### config.mk
export PLATFORM = sky130hd
export DESIGN_NAME = led_strip_pattern_engine
export DESIGN_NICKNAME = d
export VERILOG_FILES = /design/src/rtl/lspe_pkg.sv /design/src/rtl/lspe_ctrl.sv /design/src/rtl/lspe_dp.sv /design/src/rtl/led_strip_pattern_engine.sv
export SDC_FILE = /design/constraint.sdc
export NUM_CORES = 1
export LEC_CHECK = 0
export BUFFER_PORTS_ARGS = -buffer_cell sky130_fd_sc_hd__buf_2
export CAP_MARGIN = 0
export CORE_ASPECT_RATIO = 0.5
export CORE_MARGIN = 10
export CORE_UTILIZATION = 40
export CTS_BUF_LIST = sky130_fd_sc_hd__clkbuf_2
export CTS_CLUSTER_SIZE = 20
export DETAILED_ROUTE_END_ITERATION = 6
export GPL_TIMING_DRIVEN = 0
export SETUP_SLACK_MARGIN = 0.3
export SLEW_MARGIN = 20
export SYNTH_ARGS = -nofsm -noshare
export SYNTH_HDL_FRONTEND = slang
export SYNTH_SLANG_ARGS = --single-unit
### constraint.sdc
create_clock -name clk -period 12.03 [get_ports clk]
set_input_delay 1.203 -clock clk [delete_from_list [all_inputs] [get_ports clk]]
set_output_delay 1.203 -clock clk [all_outputs]
set_load 0.02 [all_outputs]
### src/rtl/lspe_pkg.sv
// ----------------------------------------------------------------------------
// lspe_pkg
// Sizes, pattern constants, color tables and controller/datapath links.
// ----------------------------------------------------------------------------
package lspe_pkg;

  localparam int NUM_LEDS   = 32;
  localparam int BEAM_WIDTH = 4;

  localparam int FRAME_W = 10;
  localparam int COLOR_W = 24;
  localparam int POS_W   = 6;
  localparam int MODE_W  = 3;
  localparam int LED_W   = $clog2(NUM_LEDS);
  localparam int P_W     = $clog2(NUM_LEDS + 1);

  // Pattern mode codes.
  localparam logic [MODE_W-1:0] MODE_SCANNER = 3'd0;
  localparam logic [MODE_W-1:0] MODE_PULSE   = 3'd1;
  localparam logic [MODE_W-1:0] MODE_ROT_CW  = 3'd2;
  localparam logic [MODE_W-1:0] MODE_ROT_CCW = 3'd3;
  localparam logic [MODE_W-1:0] MODE_BAR     = 3'd4;

  // Register indexes.
  localparam logic REG_PATTERN_MODE = 1'b0;

  // Pulse sub-patterns.
  localparam logic [1:0] PULSE_SOLID = 2'd0;
  localparam logic [1:0] PULSE_ODD   = 2'd1;
  localparam logic [1:0] PULSE_EVEN  = 2'd2;
  localparam int PULSE_COLORS = 7;
  localparam int PULSE_STATES = 3;

  // Scanner and bar graph periods.
  localparam int SCAN_SPAN   = NUM_LEDS - BEAM_WIDTH;
  localparam int SCAN_PERIOD = 2 * SCAN_SPAN;
  localparam int BAR_PERIOD  = 2 * NUM_LEDS;
  localparam int REM_W       = $clog2(BAR_PERIOD);

  // End counts.
  localparam int DONE_SCAN  = 6 * SCAN_SPAN;
  localparam int DONE_PULSE = PULSE_COLORS * PULSE_STATES;
  localparam int DONE_ROT   = 3 * NUM_LEDS;
  localparam int DONE_BAR   = 4 * NUM_LEDS;

  // Reciprocals for exact quotients of a frame index by small constants.
  localparam int RECIP_SHIFT = 20;
  localparam int unsigned RECIP_SCAN  = ((1 << RECIP_SHIFT) + SCAN_PERIOD - 1) / SCAN_PERIOD;
  localparam int unsigned RECIP_BAR   = ((1 << RECIP_SHIFT) + BAR_PERIOD - 1) / BAR_PERIOD;
  localparam int unsigned RECIP_PULSE = ((1 << RECIP_SHIFT) + PULSE_STATES - 1) / PULSE_STATES;

  localparam logic [COLOR_W-1:0] COLOR_RED   = 24'h00007F;
  localparam logic [COLOR_W-1:0] COLOR_GREEN = 24'h007F00;
  localparam logic [COLOR_W-1:0] COLOR_BLUE  = 24'h7F0000;

  // Rotate seeds, already moved by the first rotation step.
  localparam int SEED_RED_AT   = 0;
  localparam int SEED_BLUE_AT  = 10;
  localparam int SEED_GREEN_AT = 20;
  localparam bit SEED_RED_ON   = SEED_RED_AT < NUM_LEDS;
  localparam bit SEED_BLUE_ON  = SEED_BLUE_AT < NUM_LEDS;
  localparam bit SEED_GREEN_ON = SEED_GREEN_AT < NUM_LEDS;
  localparam logic [LED_W-1:0] SEED_CW_RED    = LED_W'((SEED_RED_AT + 1) % NUM_LEDS);
  localparam logic [LED_W-1:0] SEED_CW_BLUE   = LED_W'((SEED_BLUE_AT + 1) % NUM_LEDS);
  localparam logic [LED_W-1:0] SEED_CW_GREEN  = LED_W'((SEED_GREEN_AT + 1) % NUM_LEDS);
  localparam logic [LED_W-1:0] SEED_CCW_RED   =
    LED_W'((SEED_RED_AT + NUM_LEDS - 1) % NUM_LEDS);
  localparam logic [LED_W-1:0] SEED_CCW_BLUE  =
    LED_W'((SEED_BLUE_AT + NUM_LEDS - 1) % NUM_LEDS);
  localparam logic [LED_W-1:0] SEED_CCW_GREEN =
    LED_W'((SEED_GREEN_AT + NUM_LEDS - 1) % NUM_LEDS);

  // Bar graph brightness, 255*p/N for every bar length p.
  typedef logic [7:0] bar_table_t [0:NUM_LEDS];

  function automatic bar_table_t make_bar_table();
    bar_table_t tbl;
    for (int p = 0; p <= NUM_LEDS; p++) begin
      tbl[p] = 8'((255 * p) / NUM_LEDS);
    end
    return tbl;
  endfunction

  localparam bar_table_t BAR_LEVEL = make_bar_table();

  // Pulse colors; indexes past the table fall back to the first color.
  function automatic logic [COLOR_W-1:0] pulse_color(input logic [FRAME_W-1:0] sel);
    logic [COLOR_W-1:0] c;
    case (sel)
      10'd1:   c = 24'h00007F;
      10'd2:   c = 24'h007F00;
      10'd3:   c = 24'h7F0000;
      10'd4:   c = 24'h003F3F;
      10'd5:   c = 24'h3F3F00;
      10'd6:   c = 24'h3F003F;
      default: c = 24'h3F3F3F;
    endcase
    return c;
  endfunction

  typedef struct packed {
    logic             capture;
    logic             quo_en;
    logic             rem_en;
    logic             emit;
    logic [LED_W-1:0] led;
  } lspe_cmd_t;

  typedef struct packed {
    logic out_free;
  } lspe_status_t;

endpackage

### src/rtl/lspe_ctrl.sv
// ----------------------------------------------------------------------------
// lspe_ctrl
// Frame sequencer: captures a tick, runs the setup steps, then walks the LEDs.
// ----------------------------------------------------------------------------
module lspe_ctrl (
  input  logic                  clk,
  input  logic                  rst,
  input  logic                  in_valid,
  output logic                  in_ready,
  input  lspe_pkg::lspe_status_t status,
  output lspe_pkg::lspe_cmd_t    cmd
);
  import lspe_pkg::*;

  typedef enum logic [1:0] {ST_IDLE, ST_QUO, ST_REM, ST_EMIT} state_t;

  state_t           state;
  logic [LED_W-1:0] led;

  assign in_ready    = (state == ST_IDLE);
  assign cmd.capture = in_valid && (state == ST_IDLE);
  assign cmd.quo_en  = (state == ST_QUO);
  assign cmd.rem_en  = (state == ST_REM);
  assign cmd.emit    = (state == ST_EMIT) && status.out_free;
  assign cmd.led     = led;

  always_ff @(posedge clk) begin
    if (rst) begin
      state <= ST_IDLE;
      led   <= '0;
    end else begin
      case (state)
        ST_IDLE: begin
          if (in_valid) state <= ST_QUO;
        end
        ST_QUO: state <= ST_REM;
        ST_REM: begin
          led   <= '0;
          state <= ST_EMIT;
        end
        ST_EMIT: begin
          if (status.out_free) begin
            led <= led + 1'b1;
            if (led == LED_W'(NUM_LEDS - 1)) state <= ST_IDLE;
          end
        end
        default: state <= ST_IDLE;
      endcase
    end
  end

endmodule

### src/rtl/lspe_dp.sv
// ----------------------------------------------------------------------------
// lspe_dp
// Frame arithmetic, the frame store with its rotation offset, and the output
// register.
// ----------------------------------------------------------------------------
module lspe_dp (
  input  logic                         clk,
  input  logic                         rst,
  input  lspe_pkg::lspe_cmd_t          cmd,
  output lspe_pkg::lspe_status_t       status,
  input  logic [lspe_pkg::MODE_W-1:0]  pattern_mode,
  input  logic [lspe_pkg::FRAME_W-1:0] frame_index,
  output logic                         out_valid,
  input  logic                         out_ready,
  output logic [lspe_pkg::COLOR_W-1:0] led_color,
  output logic [lspe_pkg::POS_W-1:0]   led_position,
  output logic                         last_led,
  output logic                         pattern_done
);
  import lspe_pkg::*;

  logic [FRAME_W-1:0] f_reg;
  logic [FRAME_W-1:0] q_scan, q_bar, q_pulse;
  logic [31:0]        prod_scan, prod_bar, prod_pulse;

  logic [15:0]        r_scan16, r_bar16, r_pulse16;
  logic [REM_W-1:0]   r_scan, r_bar;
  logic [LED_W-1:0]   pos_next;
  logic [P_W-1:0]     p_next;
  logic               rotating, done_next;

  logic [LED_W-1:0]   pos_q;
  logic [P_W-1:0]     p_q;
  logic [1:0]         sub_q;
  logic [COLOR_W-1:0] pulse_q;
  logic               done_q, zero_q, ovw_q;
  logic [LED_W-1:0]   base;

  logic [COLOR_W-1:0] frame_store [NUM_LEDS];
  logic [LED_W:0]     addr_sum;
  logic [LED_W-1:0]   addr;
  logic [LED_W-1:0]   beam_off;
  logic [COLOR_W-1:0] color;

  // Quotients by reciprocal multiplication; exact over the whole frame range.
  assign prod_scan  = 32'(f_reg) * RECIP_SCAN;
  assign prod_bar   = 32'(f_reg) * RECIP_BAR;
  assign prod_pulse = 32'(f_reg) * RECIP_PULSE;

  always_ff @(posedge clk) begin
    if (cmd.capture) f_reg <= frame_index;
    if (cmd.quo_en) begin
      q_scan  <= prod_scan[RECIP_SHIFT +: FRAME_W];
      q_bar   <= prod_bar[RECIP_SHIFT +: FRAME_W];
      q_pulse <= prod_pulse[RECIP_SHIFT +: FRAME_W];
    end
  end

  assign rotating = (pattern_mode == MODE_ROT_CW) || (pattern_mode == MODE_ROT_CCW);

  always_comb begin
    r_scan16  = 16'(f_reg) - 16'(q_scan) * 16'(SCAN_PERIOD);
    r_bar16   = 16'(f_reg) - 16'(q_bar) * 16'(BAR_PERIOD);
    r_pulse16 = 16'(f_reg) - 16'(q_pulse) * 16'(PULSE_STATES);
    r_scan    = r_scan16[REM_W-1:0];
    r_bar     = r_bar16[REM_W-1:0];
    // The beam moves out and folds back at the far end.
    if (r_scan < REM_W'(SCAN_SPAN)) pos_next = LED_W'(r_scan);
    else                            pos_next = LED_W'(REM_W'(SCAN_PERIOD) - r_scan);
    if (r_bar < REM_W'(NUM_LEDS)) p_next = P_W'(r_bar);
    else                          p_next = P_W'(REM_W'(BAR_PERIOD) - r_bar);
    case (pattern_mode)
      MODE_PULSE:   done_next = int'(f_reg) >= DONE_PULSE;
      MODE_ROT_CW,
      MODE_ROT_CCW: done_next = int'(f_reg) >= DONE_ROT;
      MODE_BAR:     done_next = int'(f_reg) >= DONE_BAR;
      default:      done_next = int'(f_reg) >= DONE_SCAN;
    endcase
  end

  always_ff @(posedge clk) begin
    if (cmd.rem_en) begin
      pos_q   <= pos_next;
      p_q     <= p_next;
      sub_q   <= r_pulse16[1:0];
      pulse_q <= pulse_color(q_pulse);
      done_q  <= done_next;
      zero_q  <= (f_reg == '0);
      ovw_q   <= !rotating || (f_reg == '0);
    end
  end

  // A rotation only moves the offset; every other frame rewrites the store
  // from offset zero.
  always_ff @(posedge clk) begin
    if (rst) begin
      base <= '0;
    end else if (cmd.rem_en) begin
      if (rotating && (f_reg != '0)) begin
        if (pattern_mode == MODE_ROT_CW) begin
          base <= (base == '0) ? LED_W'(NUM_LEDS - 1) : base - 1'b1;
        end else begin
          base <= (base == LED_W'(NUM_LEDS - 1)) ? '0 : base + 1'b1;
        end
      end else begin
        base <= '0;
      end
    end
  end

  always_comb begin
    addr_sum = (LED_W + 1)'(cmd.led) + (LED_W + 1)'(base);
    if (addr_sum >= (LED_W + 1)'(NUM_LEDS)) addr_sum = addr_sum - (LED_W + 1)'(NUM_LEDS);
    addr     = addr_sum[LED_W-1:0];
    beam_off = cmd.led - pos_q;
  end

  always_comb begin
    color = '0;
    case (pattern_mode)
      MODE_PULSE: begin
        if ((sub_q == PULSE_SOLID) || (sub_q == PULSE_ODD && cmd.led[0]) ||
            (sub_q == PULSE_EVEN && !cmd.led[0])) begin
          color = pulse_q;
        end
      end
      MODE_ROT_CW: begin
        if (!zero_q) begin
          color = frame_store[addr];
        end else begin
          if (SEED_RED_ON && cmd.led == SEED_CW_RED) color = COLOR_RED;
          if (SEED_BLUE_ON && cmd.led == SEED_CW_BLUE) color = COLOR_BLUE;
          if (SEED_GREEN_ON && cmd.led == SEED_CW_GREEN) color = COLOR_GREEN;
        end
      end
      MODE_ROT_CCW: begin
        if (!zero_q) begin
          color = frame_store[addr];
        end else begin
          if (SEED_RED_ON && cmd.led == SEED_CCW_RED) color = COLOR_RED;
          if (SEED_BLUE_ON && cmd.led == SEED_CCW_BLUE) color = COLOR_BLUE;
          if (SEED_GREEN_ON && cmd.led == SEED_CCW_GREEN) color = COLOR_GREEN;
        end
      end
      MODE_BAR: begin
        if (P_W'(cmd.led) < p_q) color = {BAR_LEVEL[p_q], 16'h0000};
        else color = {8'h00, BAR_LEVEL[P_W'(NUM_LEDS) - p_q], 8'h00};
      end
      default: begin
        if ((cmd.led >= pos_q) && (beam_off < LED_W'(BEAM_WIDTH))) color = COLOR_RED;
      end
    endcase
  end

  always_ff @(posedge clk) begin
    if (rst) begin
      for (int i = 0; i < NUM_LEDS; i++) frame_store[i] <= '0;
    end else if (cmd.emit && ovw_q) begin
      frame_store[addr] <= color;
    end
  end

  assign status.out_free = !out_valid || out_ready;

  always_ff @(posedge clk) begin
    if (rst) begin
      out_valid <= 1'b0;
    end else if (cmd.emit) begin
      out_valid <= 1'b1;
    end else if (out_ready) begin
      out_valid <= 1'b0;
    end
  end

  always_ff @(posedge clk) begin
    if (cmd.emit) begin
      led_color    <= color;
      led_position <= POS_W'(cmd.led);
      last_led     <= (cmd.led == LED_W'(NUM_LEDS - 1));
      pattern_done <= done_q;
    end
  end

endmodule

### src/rtl/led_strip_pattern_engine.sv
// ----------------------------------------------------------------------------
// led_strip_pattern_engine
// Frame-tick driven LED strip animator with an APB mode register.
// ----------------------------------------------------------------------------
// Each accepted item is one frame tick carrying its frame index. The engine
// updates its stored frame for the mode held in pattern_mode and then streams
// out one result item per LED, LED 0 first, each with its position, a flag on
// the final LED and the pattern-done flag. A frame first runs its setup steps
// (capture, a reciprocal-multiply quotient step and a remainder step) and then
// walks the LEDs, one per cycle while the output side keeps taking items,
// through the single write port of the frame store. The next tick is accepted
// as soon as the last LED has been loaded into the output register, even if
// that item has not yet been taken. Rotations do not move data: they step an
// offset into the store, and all other frames rewrite the store one LED per
// cycle while the output side keeps taking items.
module led_strip_pattern_engine (
  input  logic                         clk,
  input  logic                         rst,
  // Frame tick channel.
  input  logic                         in_valid,
  output logic                         in_ready,
  input  logic [lspe_pkg::FRAME_W-1:0] frame_index,
  // LED color channel.
  output logic                         out_valid,
  input  logic                         out_ready,
  output logic [lspe_pkg::COLOR_W-1:0] led_color,
  output logic [lspe_pkg::POS_W-1:0]   led_position,
  output logic                         last_led,
  output logic                         pattern_done,
  // Configuration port.
  input  logic                         psel,
  input  logic                         penable,
  input  logic                         pwrite,
  input  logic [2:0]                   paddr,
  input  logic [31:0]                  pwdata,
  output logic [31:0]                  prdata,
  output logic                         pready
);
  import lspe_pkg::*;

  logic [MODE_W-1:0] pattern_mode;
  lspe_cmd_t         cmd;
  lspe_status_t      status;

  // The only register sits at byte address zero; bit 2 selects the word.
  assign pready = 1'b1;

  always_ff @(posedge clk) begin
    if (rst) begin
      pattern_mode <= MODE_SCANNER;
    end else if (psel && penable && pwrite && pready && (paddr[2] == REG_PATTERN_MODE)) begin
      pattern_mode <= pwdata[MODE_W-1:0];
    end
  end

  assign prdata = (paddr[2] == REG_PATTERN_MODE) ? 32'(pattern_mode) : '0;

  lspe_ctrl u_ctrl (
    .clk      (clk),
    .rst      (rst),
    .in_valid (in_valid),
    .in_ready (in_ready),
    .status   (status),
    .cmd      (cmd)
  );

  lspe_dp u_dp (
    .clk          (clk),
    .rst          (rst),
    .cmd          (cmd),
    .status       (status),
    .pattern_mode (pattern_mode),
    .frame_index  (frame_index),
    .out_valid    (out_valid),
    .out_ready    (out_ready),
    .led_color    (led_color),
    .led_position (led_position),
    .last_led     (last_led),
    .pattern_done (pattern_done)
  );

endmodule

==> qor.csv, run 1 <==
metric;value;unit
NumNets Final;3853;
Total Neg Setup Slack;0;ns
Worst Min Path Start;penable;
DP HPWL;101200;µm
GRT Total Usage;22.40;%
Synth Area in Adders;7.418;%
max cap viols;0;
starting density of the core;40.40;%
skew final;0.1521;ns
Worst-path clk slew;0.11;ns
vias in the first global route;28710;
number of flops mapped to enable cells by yosys;842;
simple-gate area share of the yosys netlist;12.82;%
path depth of the worst reg2reg path;9;
status;finished, violations left;
synthesized area;42500;µm²
Vias;29460;
CP max FO;24;
Final Hold Fails;0;
most used flip-flop cell after synthesis;edfxtp_1;
syn_area_per_cell;12.96;µm²
Die ar.;120500;µm²
grt ovf;0;
Slew @ Worst Pin;1.176;ns
initial antenna violation count;5;
post-detailed-route count of antenna-violating nets;0;
Die Wd;481.0;µm
area of the multi-input gates;15250;µm²
register area;25600;µm²
DR iter-0 viols;4226;
final estimated routing congestion in global placement;1.013;
# port buffers;56;
WHS Endpoint;pattern_mode[2];
XOR/XNOR Fraction of Synth Area;0.8154;%
Post-CTS Hold Buffers;13;
hold crit path type;primary input to register;
WL final;137600;µm
Via density;5.731;
root buf cell;clkbuf_2;
reg-to-reg slack, setup;5.99;ns
area grow syn2layout;10.01;%
Min-Delay Path Depth;4;
CP required;13.13;ns
peak supply drop;0.2829;mV
Synth Warn #;0;
failing checks;design-rule violations;
CTS tree;yes;
clk buf depth;3;
unrepaired setup endpoints after global routing;false;
Period minus WS final;6.045;ns
relative slew slack;21.62;%
Core ar.;105200;µm²
setup bufs post-CTS;0;
Compound-Gate Fraction of Synth Area;3.901;%
mux contribution to synthesized area;10.59;%
Cells after Synth;3280;
fin crit share;50.25;%
Largest register FFs;768;
cts bufs inserted;195;
FP Rows;84;
Synth Register Bits;858;
largest family of logic cells by synthesized area;simple AND/OR/NAND/NOR gates;
H-Tree Depth;4;
Setup Viol. Count Final;0;
DR pass1 iterations;7;
largest net degree at the start of global routing;25;
Post-route DRC;10;
first-pass GRT wire length;197900;µm
WS Path Type;register to register;
Crit Reg-Reg Endpoint;u_dp.frame_store[31][0];
pwr/cell area;186.2;nW/µm²
P_leak;17.60;nW
Worst R2R Start;u_ctrl.led[0];
Final Max Tran Viols;0;
post_cts resized;0;
Top Ports;119;
critical path startpoint category;register;
fillers;9715;
hold slack;0.1737;ns
Die H;250.5;µm
clk_lat worst skew;1.61;ns
crit path DAT;7.14;ns
unique cell type count in the Yosys netlist;84;
top achievable clock speed;0.1654;GHz
sequential area share after synthesis;60.24;%
clock sink count;858;
Async S/R FF share, synth;0;%
DR WL/cell;26.77;µm
kind of end point of the critical path;register;
layout cells sized above 1;22.07;%
==> metal layers <==
metal	track usage (%)	part of all wire, %	vias up
met5	0	0.020	-
met4	7.089	2.8	4
met3	8.208	15	284
met2	32.41	43	1983
met1	31.15	40	14790
li1	-	-	12410
==> where the power goes <==
group	internal (mW)	total, mW	switching [mW]	leakage (nW)
Sequential	3.51	3.60	0.0876	8.73
Combinational	1.22	3.10	1.88	7.47
Clock	0.792	2.01	1.22	1.40
==> through the flow <==
| step | power, mW | setup WS, ns | area, µm² | util (%) | cells |
|---|---|---|---|---|---|
| 2_1_floorplan | 5.830 | 7.023 | 42610 | - | 3309 |
| 3_3_place_gp | 6.677 | 5.133 | 44670 | 42.46 | 4784 |
| 3_5_place_dp | 6.744 | 6.214 | 44780 | 42.56 | 4787 |
| 4_1_cts | 8.720 | 6.148 | 46740 | 44.43 | 5135 |
| 5_1_grt | 9.281 | 5.837 | 46750 | 44.44 | 5140 |
| 6_report | 8.708 | 5.985 | 46760 | 44.44 | 5141 |
==> final cells by class <==
| class | count | share of cell area (%) |
|---|---|---|
| Antenna cell | 6 | 0.03211 |
| Buffer | 237 | 2.665 |
| Clock buffer | 301 | 3.222 |
| Clock inverter | 34 | 0.6984 |
| Inverter | 146 | 1.172 |
| Multi-Input combinational cell | 2068 | 32.61 |
| Sequential cell | 858 | 54.76 |
| Tap cell | 1419 | 3.797 |
| Timing Repair Buffer | 72 | 1.038 |
==> worst max path at each step <==
stage	startpoint	to	slack [ns]	cells past startpoint
global placement	out_ready	u_dp.frame_store[10][9]	5.13	8
global route	u_dp.f_reg[4]	u_dp.q_pulse[7]	5.84	18
CTS	u_dp.f_reg[4]	u_dp.q_pulse[7]	6.15	18
floorplan	u_dp.f_reg[4]	u_dp.q_pulse[7]	7.02	18
finish	u_ctrl.led[0]	u_dp.frame_store[31][0]	5.99	9
detailed placement	u_dp.f_reg[4]	u_dp.q_pulse[7]	6.21	18
==> cells by family after synthesis <==
group / count (synthesis)
fa+ha+maj: 224
xor+xnor: 37
other cells: 2
buf+inv: 383
compound gates: 236
mux: 209
simple gates: 1331
flops: 858
==> worst max-delay path: stages, from the launching register on <==
cell     delay [ns]
dfxtp_1        0.44
ha_1           0.29
fa_1           0.48
buf_2          0.33
buf_2          0.48
buf_2          0.63
buf_1          0.90
nand3_1        0.79
nor2_1         0.57
or2_2          0.71
==> Yosys cell counts (all sizes together) (5+ instances only) <==
library cell  number  area [µm²]
or2               32       200.2
nand3             29       155.2
a31oi             15       137.6
and3              11       68.82
mux2i             10       100.1
buf              154       922.1
a21oi             53       302.8
fa                47       940.9
inv              146       548.0
mux2               7       78.83
and2               7       43.79
nor2b             10       62.56
ha               176        2202
nor2             889        3342
nand4             16       100.1
o21a              14       105.1
a311oi             5       50.04
a41oi              7       76.32
edfxtp           842       25280
dfxtp             16       320.3
o22ai             24       150.1
mux4             192        4324
xor2              12       112.6
clkbuf            83       311.6
nand2b            11       68.82
nand2            232       873.3
nor4               7       43.79
nor3              70       355.3
o21ai             53       265.3
a21o              10       75.07
o31ai             11       92.58
xnor2             25       234.0
a211oi             5       37.54
==> layout by cell type, fill, tap and decap left out, drive strengths merged, types with 10 or more instances in the layout <==
cell type | netlist | routed
buf | 154 | 213
conb | 2 | 31
a21o | 10 | 10
mux2i | 10 | 10
clkbuf | 83 | 384
a31oi | 15 | 15
a21oi | 53 | 53
nor3 | 70 | 70
xor2 | 12 | 12
o31ai | 11 | 11
dlygate4sd3 | 0 | 13
nand2b | 11 | 11
xnor2 | 25 | 25
or2 | 32 | 32
nor2 | 889 | 889
inv | 146 | 152
edfxtp | 842 | 842
nand3 | 29 | 29
o22ai | 24 | 24
clkinv | 0 | 20
and3 | 11 | 11
dfxtp | 16 | 16
nand4 | 16 | 16
o21ai | 53 | 53
fa | 47 | 47
nor2b | 10 | 10
mux4 | 192 | 192
nand2 | 232 | 232
o21a | 14 | 14
ha | 176 | 176
Power figures use the tool's default switching activity.
==> run 2, diff against run 1 <==
==> constraint.sdc (replaced) <==
create_clock -name clk -period 5.1 [get_ports clk]
set_input_delay 0.51 -clock clk [delete_from_list [all_inputs] [get_ports clk]]
set_output_delay 0.51 -clock clk [all_outputs]
set_load 0.02 [all_outputs]
==> run 2 against run 1 <==
  * The flow now finishes without violations
  * Cell count increased by 1.1%
  * Sequential share of layout area down 0.98 points
  * Critical path depth is 10 higher
  * Wire length grew 2.1%
  * Via count rose by 1.7%
  * Setup slack worse by 5.8 ns
  * Non-clock buffer count rose by 45
  * Clock skew grew 0.023 ns
  * Utilization up 0.81 points
  * Register-to-register slack lost 5.8 ns
  * Flip-flop and latch count is the same
  * Power up 150%
  * Critical path type unchanged
==> qor.csv, run 2 (synthesized netlist as in run 1, its figures left out) <==
metric;value;unit;change
clk_lat worst skew;1.61;ns;about the same
hold slack;0.1806;ns;was 0.1737 ns
unrepaired setup endpoints after global routing;true;;was false
Largest register FFs;768;;unchanged
Final Max Tran Viols;0;;unchanged
hold crit path type;primary input to register;;unchanged
CP max FO;4;;was 24
FP Rows;84;;unchanged
pwr/cell area;452.0;nW/µm²;was 186.2 nW/µm²
grt ovf;0;;unchanged
first-pass GRT wire length;200400;µm;was 197900 µm
H-Tree Depth;4;;unchanged
commonest non-fill, non-tap cell in the layout;nor2_1;;unchanged
Die ar.;120500;µm²;unchanged
skew final;0.1748;ns;was 0.1521 ns
placed cell areas;44800;µm²;was 44780 µm²
vias in the first global route;29110;;was 28710
area grow syn2layout;12.01;%;was 10.01%
critical path startpoint category;register;;unchanged
cts bufs inserted;197;;was 195
WL final;140500;µm;was 137600 µm
kind of end point of the critical path;register;;unchanged
status;finished, final reports clean;;was finished, violations left
CP required;6.34;ns;was 13.13 ns
Slew @ Worst Pin;1.153;ns;was 1.176 ns
Via density;5.767;;was 5.731
layout cells sized above 1;23.27;%;was 22.07%
clock sink count;858;;unchanged
DR iter-0 viols;4517;;was 4226
final estimated routing congestion in global placement;1.005;;was 1.013
relative slew slack;23.13;%;was 21.62%
top achievable clock speed;0.2044;GHz;was 0.1654 GHz
# port buffers;56;;unchanged
max cap viols;0;;unchanged
NumNets Final;3902;;was 3853
commonest cells after routing, fill and taps aside;885 x nor2_1, 842 x edfxtp_1, 291 x clkbuf_2;;was 887 x nor2_1, 842 x edfxtp_1, 311 x clkbuf_2
peak supply drop;0.8285;mV;was 0.2829 mV
starting density of the core;40.40;%;unchanged
clk buf depth;3;;unchanged
Top Ports;119;;unchanged
Worst-path clk slew;0.13;ns;was 0.11 ns
CTS tree;yes;;unchanged
DP HPWL;101600;µm;was 101200 µm
Die H;250.5;µm;unchanged
crit path DAT;6.14;ns;was 7.14 ns
Setup Viol. Count Final;0;;unchanged
fin area;47610;µm²;was 46760 µm²
post-layout util;45.25;%;was 44.44%
largest net degree at the start of global routing;25;;unchanged
WS Path Type;register to register;;unchanged
fin crit share;95.94;%;was 50.25%
Final Hold Fails;0;;unchanged
GRT Total Usage;22.74;%;was 22.40%
post-detailed-route count of antenna-violating nets;0;;unchanged
Period minus WS final;4.893;ns;was 6.045 ns
root buf cell;clkbuf_2;;unchanged
initial antenna violation count;4;;was 5
Die Wd;481.0;µm;unchanged
Post-route DRC;0;;was 10
DR WL/cell;27.04;µm;was 26.77 µm
P_leak;17.90;nW;was 17.60 nW
Vias;29970;;was 29460
DR pass1 iterations;6;;was 7
Core ar.;105200;µm²;unchanged
run 2: cell count changes in the layout (fill, tap and decap cells not counted), sizes merged:
cell,previous run,this run
dlygate4sd3,13,37
inv,152,151
bufinv,6,9
buf,213,230
clkinvlp,2,0
or2,32,34
clkbuf,384,373
clkinv,20,45
diode,6,5
run 2: power by group:
group / internal (mW) / total (mW) / switching, mW
clock network: 1.98 / 4.91 / 2.93
logic: 3.33 / 8.15 / 4.82
registers: 8.29 / 8.46 / 0.174
run 2: what timing repair did:
action | in CTS | in global routing
setup buffers | 17 | 4
gates resized for setup | 49 | 40
cloned | 0 | 2
endpoints found under the hold margin | 138 | 0
pin swaps | 13 | 9
endpoints found under the setup margin | 1112 | 338
hold buffers | 37 | 0
run 2: cell type report:
class / instances / area (µm²)
diodes: 5 / 12.51
plain buffers: 237 / 1291
clock buffers: 286 / 1431
clock inverters: 59 / 503.0
fillers: 9685 / 57600
inverters: 146 / 550.5
multi-input cells: 2070 / 15540
flip-flops and latches: 858 / 25600
well taps: 1419 / 1775
repair buffers: 117 / 894.6
run 2: final timing paths:
path              startpoint               to  slack, ns  depth (start not counted)
min reg2reg  u_ctrl.state[0]  u_ctrl.state[0]       0.56                          2
max reg2reg    u_dp.f_reg[4]  u_dp.q_pulse[6]       0.21                         19
min                 in_valid    u_dp.f_reg[1]       0.18                          3
max            u_dp.f_reg[4]  u_dp.q_pulse[6]       0.21                         19
run 2: through the flow:
stage | setup WS, ns | power (mW) | setup TNS, ns | instances
2_1_floorplan | 0.2613 | 13.78 | 0 | 3309
3_3_place_gp | -1.502 | 15.71 | -581.25 | 4784
3_5_place_dp | -0.7925 | 15.84 | -221.00 | 4787
4_1_cts | 0.1890 | 21.15 | 0 | 5186
5_1_grt | -0.005385 | 22.94 | -0.005385 | 5196
6_report | 0.2069 | 21.52 | 0 | 5197
run 2: worst max-delay path: stages (launching register included):
cell and delay (ns):
edfxtp_1 0.47, ha_4 0.32, inv_4 0.04, fa_2 0.46, fa_1 0.50, inv_1 0.05, fa_2 0.58, inv_2 0.05
fa_1 0.50, inv_2 0.05, ha_4 0.25, nand4_1 0.15, buf_4 0.19, nor3_4 0.13, o311ai_4 0.13, a41oi_2 0.21
o21ai_2 0.10, a21bo_2 0.23, nor2b_4 0.13, xnor2_1 0.12
run 2: metal layers:
metal / vias up / global-route usage (%) / part of all wire (%)
li1: 12550 / - / -
met1: 15140 / 31.87 / 40
met2: 2021 / 33.12 / 43
met3: 261 / 7.909 / 14
met4: 0 / 6.805 / 2.6
met5: - / 0 / 0
